==> config.mk <==
export PLATFORM = sky130hd
export DESIGN_NAME = space_vector_pwm_duty
export DESIGN_NICKNAME = d
export VERILOG_FILES = /design/src/rtl/svpwm_pkg.sv /design/src/rtl/space_vector_pwm_duty.sv /design/src/rtl/svpwm_div.sv
export SDC_FILE = /design/constraint.sdc
export NUM_CORES = 2
export LEC_CHECK = 0
export ABC_AREA = 1
export BUFFER_PORTS_ARGS = -buffer_cell sky130_fd_sc_hd__buf_2
export CAP_MARGIN = 20
export CORE_UTILIZATION = 59
export DETAILED_ROUTE_END_ITERATION = 6
export GPL_ROUTABILITY_DRIVEN = 0
export GPL_TIMING_DRIVEN = 0
export PLACE_DENSITY = 0.78
export SYNTH_ARGS = -nofsm -noshare
export SYNTH_HDL_FRONTEND = slang
export SYNTH_SLANG_ARGS = --single-unit
==> constraint.sdc <==
create_clock -name clk -period 46.8 [get_ports clk]
set_input_delay 2.34 -clock clk [delete_from_list [all_inputs] [get_ports clk]]
set_output_delay 2.34 -clock clk [all_outputs]
set_load 0.05 [all_outputs]
==> src/rtl/svpwm_pkg.sv <==
// Shared types and constants for the space vector PWM duty pipeline.
package svpwm_pkg;

	// Valid and fault flags that travel with each request down the pipeline.
	typedef struct packed {
		logic vld;
		logic flt;
	} ctrl_t;

	// Q16 constants: 1.5, sqrt(3) and sqrt(3)/2, rounded to nearest.
	localparam logic [16:0] K_1P5_Q16     = 17'd98304;
	localparam logic [16:0] K_SQRT3_Q16   = 17'd113512;
	localparam logic [16:0] K_SQRT3_2_Q16 = 17'd56756;

	// Sector codes.
	localparam logic [2:0] SEC_1 = 3'd1;
	localparam logic [2:0] SEC_2 = 3'd2;
	localparam logic [2:0] SEC_3 = 3'd3;
	localparam logic [2:0] SEC_4 = 3'd4;
	localparam logic [2:0] SEC_5 = 3'd5;
	localparam logic [2:0] SEC_6 = 3'd6;

endpackage

==> src/rtl/space_vector_pwm_duty.sv <==
// Space vector PWM duty generator: top level with products, sector, duty and output stages.
// A request passes the divider stages, then the products, sector, duty and output registers.
// It takes one request per cycle while the result is not stalled; the divider retires one quotient bit per stage.
// The whole pipeline advances whenever the output register is empty or being taken.
// Reset clears all valid flags asynchronously; payload registers are not reset.
module space_vector_pwm_duty import svpwm_pkg::*; #(
	parameter int VOLT_WIDTH = 16,
	parameter int FRAC_BITS  = 15
) (
	input  logic                         clk,
	input  logic                         arst_n,
	input  logic                         in_valid,
	output logic                         in_ready,
	input  logic signed [VOLT_WIDTH-1:0] volt_alpha,
	input  logic signed [VOLT_WIDTH-1:0] volt_beta,
	input  logic        [VOLT_WIDTH-2:0] supply_volts,
	output logic                         out_valid,
	input  logic                         out_ready,
	output logic        [15:0]           duty_u,
	output logic        [15:0]           duty_v,
	output logic        [15:0]           duty_w,
	output logic        [2:0]            sector_num,
	output logic                         supply_fault
);

	localparam int AW = FRAC_BITS + 3;
	localparam int MW = AW + 18;
	localparam int PW = FRAC_BITS + 22;
	localparam logic signed [PW-1:0] ONE = PW'(1) <<< (FRAC_BITS + 16);
	localparam logic signed [PW-1:0] HALF_LSB = PW'(32768);

	logic en;
	ctrl_t div_ctl;
	logic signed [AW-1:0] ratio_a, ratio_b;

	// One enable moves every stage; a stalled result holds the whole pipeline.
	assign en       = !out_valid || out_ready;
	assign in_ready = en;

	svpwm_div #(
		.VOLT_WIDTH(VOLT_WIDTH),
		.FRAC_BITS (FRAC_BITS)
	) u_div (
		.clk         (clk),
		.arst_n      (arst_n),
		.en          (en),
		.in_vld      (in_valid),
		.volt_alpha  (volt_alpha),
		.volt_beta   (volt_beta),
		.supply_volts(supply_volts),
		.out_ctl     (div_ctl),
		.ratio_a     (ratio_a),
		.ratio_b     (ratio_b)
	);

	// Products stage: scaled ratios for the sector test and the active times.
	ctrl_t ctl_s2;
	logic signed [PW-1:0] ha_s2, sb_s2, hb_s2, ra_s2, bs_s2;
	logic ap_s2, bp_s2;
	logic signed [MW-1:0] ha_m, sb_m, hb_m, ra_m;

	assign ha_m = ratio_a * $signed({1'b0, K_1P5_Q16});
	assign sb_m = ratio_b * $signed({1'b0, K_SQRT3_Q16});
	assign hb_m = ratio_b * $signed({1'b0, K_SQRT3_2_Q16});
	assign ra_m = ratio_a * $signed({1'b0, K_SQRT3_Q16});

	always_ff @(posedge clk or negedge arst_n) begin
		if (!arst_n) begin
			ctl_s2 <= '0;
		end else if (en) begin
			ctl_s2 <= div_ctl;
		end
	end

	always_ff @(posedge clk) begin
		if (en) begin
			ha_s2 <= PW'(ha_m);
			sb_s2 <= PW'(sb_m);
			hb_s2 <= PW'(hb_m);
			ra_s2 <= PW'(ra_m);
			bs_s2 <= PW'(ratio_b) <<< 16;
			ap_s2 <= !ratio_a[AW-1] && (ratio_a != '0);
			bp_s2 <= !ratio_b[AW-1] && (ratio_b != '0);
		end
	end

	// Sector stage: strict comparisons pick the sector, then its two active times.
	// Odd sectors subtract t1 then t2 from the leading duty, even sectors the reverse.
	ctrl_t ctl_s3;
	logic [2:0] sec_s3;
	logic signed [PW-1:0] tx_s3, ty_s3;
	logic [2:0] sec_c;
	logic signed [PW-1:0] t1_c, t2_c;

	always_comb begin
		priority if (bp_s2 && ap_s2) begin
			sec_c = (bs_s2 > ra_s2) ? SEC_2 : SEC_1;
		end else if (bp_s2) begin
			sec_c = (bs_s2 > -ra_s2) ? SEC_2 : SEC_3;
		end else if (ap_s2) begin
			sec_c = (bs_s2 > -ra_s2) ? SEC_6 : SEC_5;
		end else begin
			sec_c = (bs_s2 > ra_s2) ? SEC_4 : SEC_5;
		end
	end

	always_comb begin
		unique case (sec_c)
			SEC_1: begin
				t1_c = ha_s2 - hb_s2;
				t2_c = sb_s2;
			end
			SEC_2: begin
				t1_c = ha_s2 + hb_s2;
				t2_c = hb_s2 - ha_s2;
			end
			SEC_3: begin
				t1_c = sb_s2;
				t2_c = -ha_s2 - hb_s2;
			end
			SEC_4: begin
				t1_c = hb_s2 - ha_s2;
				t2_c = -sb_s2;
			end
			SEC_5: begin
				t1_c = -ha_s2 - hb_s2;
				t2_c = ha_s2 - hb_s2;
			end
			default: begin
				t1_c = -sb_s2;
				t2_c = ha_s2 + hb_s2;
			end
		endcase
	end

	always_ff @(posedge clk or negedge arst_n) begin
		if (!arst_n) begin
			ctl_s3 <= '0;
		end else if (en) begin
			ctl_s3 <= ctl_s2;
		end
	end

	always_ff @(posedge clk) begin
		if (en) begin
			sec_s3 <= sec_c;
			tx_s3  <= sec_c[0] ? t1_c : t2_c;
			ty_s3  <= sec_c[0] ? t2_c : t1_c;
		end
	end

	// Duty stage: leading duty is the centered half sum, the others step down from it.
	ctrl_t ctl_s4;
	logic [2:0] sec_s4;
	logic signed [PW-1:0] dl_s4, dm_s4, dt_s4;
	logic signed [PW-1:0] lead_c, mid_c;

	assign lead_c = (ONE + tx_s3 + ty_s3) >>> 1;
	assign mid_c  = lead_c - tx_s3;

	always_ff @(posedge clk or negedge arst_n) begin
		if (!arst_n) begin
			ctl_s4 <= '0;
		end else if (en) begin
			ctl_s4 <= ctl_s3;
		end
	end

	always_ff @(posedge clk) begin
		if (en) begin
			sec_s4 <= sec_s3;
			dl_s4  <= lead_c;
			dm_s4  <= mid_c;
			dt_s4  <= mid_c - ty_s3;
		end
	end

	// Output stage: route duties to phases, clamp to 0..1, round to the field, zero on a supply fault.
	ctrl_t ctl_s5;
	logic signed [PW-1:0] du_c, dv_c, dw_c;

	function automatic logic [15:0] finish(input logic signed [PW-1:0] x);
		logic signed [PW-1:0] c;
		logic [PW-1:0] r;
		begin
			c = x;
			if (x < 0) begin
				c = '0;
			end else if (x > ONE) begin
				c = ONE;
			end
			r = ($unsigned(c) + $unsigned(HALF_LSB)) >> 16;
			finish = r[15:0];
		end
	endfunction

	always_comb begin
		unique case (sec_s4)
			SEC_1: begin
				du_c = dl_s4; dv_c = dm_s4; dw_c = dt_s4;
			end
			SEC_2: begin
				dv_c = dl_s4; du_c = dm_s4; dw_c = dt_s4;
			end
			SEC_3: begin
				dv_c = dl_s4; dw_c = dm_s4; du_c = dt_s4;
			end
			SEC_4: begin
				dw_c = dl_s4; dv_c = dm_s4; du_c = dt_s4;
			end
			SEC_5: begin
				dw_c = dl_s4; du_c = dm_s4; dv_c = dt_s4;
			end
			default: begin
				du_c = dl_s4; dw_c = dm_s4; dv_c = dt_s4;
			end
		endcase
	end

	always_ff @(posedge clk or negedge arst_n) begin
		if (!arst_n) begin
			ctl_s5 <= '0;
		end else if (en) begin
			ctl_s5 <= ctl_s4;
		end
	end

	always_ff @(posedge clk) begin
		if (en) begin
			duty_u     <= ctl_s4.flt ? 16'd0 : finish(du_c);
			duty_v     <= ctl_s4.flt ? 16'd0 : finish(dv_c);
			duty_w     <= ctl_s4.flt ? 16'd0 : finish(dw_c);
			sector_num <= sec_s4;
		end
	end

	assign out_valid    = ctl_s5.vld;
	assign supply_fault = ctl_s5.flt;

endmodule

==> src/rtl/svpwm_div.sv <==
// Pipelined restoring divider that turns alpha and beta voltages into saturated ratios.
module svpwm_div import svpwm_pkg::*; #(
	parameter int VOLT_WIDTH = 16,
	parameter int FRAC_BITS  = 15
) (
	input  logic                         clk,
	input  logic                         arst_n,
	input  logic                         en,
	input  logic                         in_vld,
	input  logic signed [VOLT_WIDTH-1:0] volt_alpha,
	input  logic signed [VOLT_WIDTH-1:0] volt_beta,
	input  logic        [VOLT_WIDTH-2:0] supply_volts,
	output ctrl_t                        out_ctl,
	output logic signed [FRAC_BITS+2:0]  ratio_a,
	output logic signed [FRAC_BITS+2:0]  ratio_b
);

	localparam int QW = FRAC_BITS + 2;
	localparam int RW = VOLT_WIDTH + 2;
	localparam logic [QW-1:0] LIM = {2'b10, {FRAC_BITS{1'b0}}};

	logic [VOLT_WIDTH-1:0] mag_a, mag_b;
	logic [RW-1:0]         sup_ext;

	ctrl_t          ctl_s   [0:QW];
	logic           neg_a_s [0:QW];
	logic           neg_b_s [0:QW];
	logic           sat_a_s [0:QW];
	logic           sat_b_s [0:QW];
	logic [RW-1:0]  sup_s   [0:QW];
	logic [RW-1:0]  rem_a_s [0:QW];
	logic [RW-1:0]  rem_b_s [0:QW];
	logic [QW-1:0]  quo_a_s [0:QW];
	logic [QW-1:0]  quo_b_s [0:QW];

	// Magnitudes of the two components and the widened divisor.
	assign mag_a   = volt_alpha[VOLT_WIDTH-1] ? (~volt_alpha + 1'b1) : volt_alpha;
	assign mag_b   = volt_beta[VOLT_WIDTH-1]  ? (~volt_beta + 1'b1)  : volt_beta;
	assign sup_ext = {3'b000, supply_volts};

	// First stage: register magnitudes, signs and the saturation test mag >= 4 * supply.
	always_ff @(posedge clk or negedge arst_n) begin
		if (!arst_n) begin
			ctl_s[0] <= '0;
		end else if (en) begin
			ctl_s[0].vld <= in_vld;
			ctl_s[0].flt <= (supply_volts == '0);
		end
	end

	always_ff @(posedge clk) begin
		if (en) begin
			neg_a_s[0] <= volt_alpha[VOLT_WIDTH-1];
			neg_b_s[0] <= volt_beta[VOLT_WIDTH-1];
			sat_a_s[0] <= ({2'b00, mag_a} >= (sup_ext << 2));
			sat_b_s[0] <= ({2'b00, mag_b} >= (sup_ext << 2));
			sup_s[0]   <= sup_ext;
			rem_a_s[0] <= {2'b00, mag_a};
			rem_b_s[0] <= {2'b00, mag_b};
			quo_a_s[0] <= '0;
			quo_b_s[0] <= '0;
		end
	end

	// One quotient bit per stage. The first two stages resolve the integer part
	// against twice and once the divisor, the rest shift the remainder up.
	for (genvar i = 0; i < QW; i++) begin : g_step
		logic [RW-1:0] trial_a, trial_b, dvs;
		logic          bit_a, bit_b;

		if (i < 2) begin : g_int
			assign trial_a = rem_a_s[i];
			assign trial_b = rem_b_s[i];
			assign dvs     = sup_s[i] << (1 - i);
		end else begin : g_frac
			assign trial_a = rem_a_s[i] << 1;
			assign trial_b = rem_b_s[i] << 1;
			assign dvs     = sup_s[i];
		end

		assign bit_a = (trial_a >= dvs);
		assign bit_b = (trial_b >= dvs);

		always_ff @(posedge clk or negedge arst_n) begin
			if (!arst_n) begin
				ctl_s[i+1] <= '0;
			end else if (en) begin
				ctl_s[i+1] <= ctl_s[i];
			end
		end

		always_ff @(posedge clk) begin
			if (en) begin
				neg_a_s[i+1] <= neg_a_s[i];
				neg_b_s[i+1] <= neg_b_s[i];
				sat_a_s[i+1] <= sat_a_s[i];
				sat_b_s[i+1] <= sat_b_s[i];
				sup_s[i+1]   <= sup_s[i];
				rem_a_s[i+1] <= bit_a ? (trial_a - dvs) : trial_a;
				rem_b_s[i+1] <= bit_b ? (trial_b - dvs) : trial_b;
				quo_a_s[i+1] <= {quo_a_s[i][QW-2:0], bit_a};
				quo_b_s[i+1] <= {quo_b_s[i][QW-2:0], bit_b};
			end
		end
	end

	// Saturate to two, apply the sign, and force zero on a supply fault.
	logic [QW-1:0]             qa_sat, qb_sat;
	logic signed [FRAC_BITS+2:0] ra_next, rb_next;

	assign qa_sat  = (sat_a_s[QW] || (quo_a_s[QW] > LIM)) ? LIM : quo_a_s[QW];
	assign qb_sat  = (sat_b_s[QW] || (quo_b_s[QW] > LIM)) ? LIM : quo_b_s[QW];
	assign ra_next = ctl_s[QW].flt ? '0 :
		(neg_a_s[QW] ? -$signed({1'b0, qa_sat}) : $signed({1'b0, qa_sat}));
	assign rb_next = ctl_s[QW].flt ? '0 :
		(neg_b_s[QW] ? -$signed({1'b0, qb_sat}) : $signed({1'b0, qb_sat}));

	always_ff @(posedge clk or negedge arst_n) begin
		if (!arst_n) begin
			out_ctl <= '0;
		end else if (en) begin
			out_ctl <= ctl_s[QW];
		end
	end

	always_ff @(posedge clk) begin
		if (en) begin
			ratio_a <= ra_next;
			ratio_b <= rb_next;
		end
	end

endmodule

==> flow_summary_export.csv <==
group,metric,value,unit
cells_and_area,nNetsFinal,14090,
detailed_routing,wl_per_cell,20.09,µm
detailed_routing,wl_met2,141300,µm
clock_network,clk_latency,0.86,ns
clock_network,clockRootBuffer,"clkbuf_16",
clock_network,post_cts_resized,0,
cells_and_area,drive_above_1_share,0.04483,
grt,antenna_found_initial,7,
clock_network,htree_levels,4,
clock_network,cts.reportedPaths.clkPinSlew,0.07,ns
die,ios,105,
worst_setup_path,cp_slowest_stage_delay,0.52,ns
worst_setup_path,crit_top_cell,"nand2_1",
grt,grt.overflow.total,0,
detailed_routing,via_per_inst,6.060,
logic_synthesis,synth-main-ff-cell,"edfxtp_1",
worst_setup_path,required,47.39,ns
grt,track_usage,0.3117,
die,coreArea,0.1910,mm²
logic_synthesis,yosys_warnings,0,
sta,worst_slew_pin_slew,1.079,ns
placed_design,hpwl,241200,µm
detailed_routing,routed_wl,306900,µm
sta,max_freq,128.2,MHz
run_status,failed_checks,"design-rule violations",
clock_network,clock_sinks,1629,
die,die_area,0.1947,mm²
logic_synthesis,ys_ff_latch,1629,
logic_synthesis,avgSynthCellArea,9.232,µm²
die,die_x,441.3,µm
logic_synthesis,synth_top_area_frac,0.4175,
detailed_routing,drtPass1Iterations,7,
logic_synthesis,yosysTopAreaCell,"edfxtp_1",
grt,grt_pass1_vias,90330,
sta,skew,0.05947,ns
worst_setup_path,cp-end-kind,"flop",
detailed_routing,drt_iter0_drc,11120,
sta,rsz0062_at_grt,"false",
logic_synthesis,async_flop_share,0.02824,
cells_and_area,diodes,0,
logic_synthesis,syn_inst,12330,
logic_synthesis,synth_area_leaders,"edfxtp_1 42%, ha_1 12%, nand2_1 7.3%",
run_status,outcome,"complete, but fails checks",
grt,grt_pass1_wl,477800,µm
die,die_h,441.3,µm
sta,slew_violations,0,
clock_network,postCtsSetupBuffers,0,
cells_and_area,nFillCells,14500,
worst_setup_path,critPathMaxFanout,4,
cells_and_area,area_growth,8.740,%
detailed_routing,topRoutingLayerUsed,"met5",
logic_synthesis,synthTopCellsByCount,"2212 x nand2_1, 1696 x inv_1, 1583 x edfxtp_1, 1100 x ha_1, 982 x a21oi_1",
clock_network,numCtsBuffers,170,
worst_setup_path,crit_type,"reg -> reg",
logic_synthesis,yosysUniqueCellTypes,74,
detailed_routing,vias,92550,
clock_network,holdBufCountCts,0,
sta,slew_headroom,0.2730,
placed_design,portBuffers,104,
logic_synthesis,ys_seq_area_frac,0.4277,
sta,finalSetupViolations,0,
detailed_routing,route.detailed.drc,381,
logic_synthesis,syn_area,0.1138,mm²
sta,finalCritPeriodShare,0.1667,
sta,hold_viol,0,
sta,setup_tns,0,ns
logic_synthesis,syn_nets,13800,
detailed_routing,drtAntennaViolNets,0,
detailed_routing,wl_met3,28200,µm
die,initial_core_util,0.5961,
detailed_routing,drt-met1-wl,114300,µm
hold_path,worst_hold_path_type,"reg -> reg",
clock_network,cts.path.max_buffers,3,
logic_synthesis,synth_most_common_cell,"nand2_1",
worst_setup_path,worst_ep_arrival_time,8.39,ns
die,rows,160,
logic_synthesis,synth_edf_count,1583,
run,maxCapViolCount,0,
worst_setup_path,crit_path_start_kind,"flop",
sta,fin_crit,7.802,ns
grt,grt_start_max_net_pins,134,
worst_setup_path,crit_slowest_cell,"a21boi_0",
clock_network,cts_tree,"built",
==> cell families after synthesis <==
logic type | count (synthesis) | synth area share
simple gates | 4192 | 0.1564
compound gates | 2355 | 0.1137
buf+inv | 1955 | 0.06573
flops | 1629 | 0.4277
fa+ha+maj | 1412 | 0.1758
xor+xnor | 789 | 0.06070
==> metrics by stage <==
stage	cell area, µm²	util	worst slack (ns)	hold slack, ns	cells
finish	123800	0.6482	39.00	0.3939	15270
global route	123800	0.6482	38.61	0.4184	15270
CTS	123800	0.6480	39.24	0.4011	15270
detailed placement	118000	0.6177	39.23	0.4045	14960
global placement	117500	0.6153	12.13	0.4002	14950
floorplan	113800	-	22.00	0.4003	12330
==> per-layer routing <==
metal	track usage	vias to the layer above
met5	0	-
met4	0.2015	8
met3	0.06225	1399
met2	0.5129	5303
met1	0.3736	43030
li1	-	42810
==> area by class of cell <==
type                            instances  area [µm²]  area share
Buffer                                227        1003    0.008106
Clock buffer                          188        4364     0.03525
Clock inverter                        117        1424     0.01150
Inverter                             1728        6490     0.05242
Multi-Input combinational cell       8748       57680      0.4659
Sequential cell                      1629       48690      0.3933
Tap cell                             2511        3142     0.02538
Timing Repair Buffer                  123        1011    0.008166
==> worst max-delay path: cells and delay by family (launching register included) <==
kind,cells,cell delay (ns)
AO/OA/AOI/OAI,9,2.45
AND/OR/NAND/NOR,15,2.01
adder cells (fa/ha/maj),5,1.77
XOR/XNOR,3,0.83
flip-flops,1,0.41
buffers and inverters,1,0.09
==> state kept, by name (all words and copies together) (netlist names), 36 cells and up <==
name and flops:
u_div.rem_a_s 289, u_div.quo_a_s 153, u_div.quo_b_s 153, u_div.rem_b_s 289
u_div.ctl_s 36, u_div.sup_s 255
==> placed cells by master, fill, tap and decap left out, types with 16 or more instances in the layout <==
cell type	Yosys	final
nand2_1	2212	2212
inv_1	1696	1696
edfxtp_1	1583	1583
ha_1	1100	1100
a21oi_1	982	982
nor2_1	853	853
o21ai_0	838	838
nand3_1	611	611
xor2_1	504	504
fa_1	312	312
xnor2_1	285	285
nand4_1	191	191
clkbuf_1	167	182
clkbuf_16	0	172
buf_2	37	141
nor3_1	124	124
nor4_1	79	79
o21ai_1	73	73
a31oi_1	65	65
o22ai_1	54	54
o21bai_1	50	50
a21o_1	48	48
dfrtp_1	46	46
or2_2	43	43
a21boi_0	38	38
clkinv_2	1	36
clkinv_1	10	34
o211ai_1	31	31
o31ai_1	30	30
o21a_1	26	26
bufinv_16	0	24
inv_2	20	20
a211oi_1	20	20
o2111ai_1	19	19
o221ai_1	16	16
buf_16	0	16
==> worst paths after layout <==
kind,cells after the start,to,start,slack (ns)
max,33,dt_s4[36],tx_s3[3],39.00
min,0,u_div.sat_a_s[17],u_div.sat_a_s[16],0.39
max reg2reg,33,dt_s4[36],tx_s3[3],39.00
min reg2reg,0,u_div.sat_a_s[17],u_div.sat_a_s[16],0.39
max in group asynchronous,2,u_div.ctl_s[9],arst_n,45.10
min in group asynchronous,1,out_valid,arst_n,1.29
Power is not shown: default switching activity piles up to over one toggle a cycle in this logic, so the estimate is an artifact.
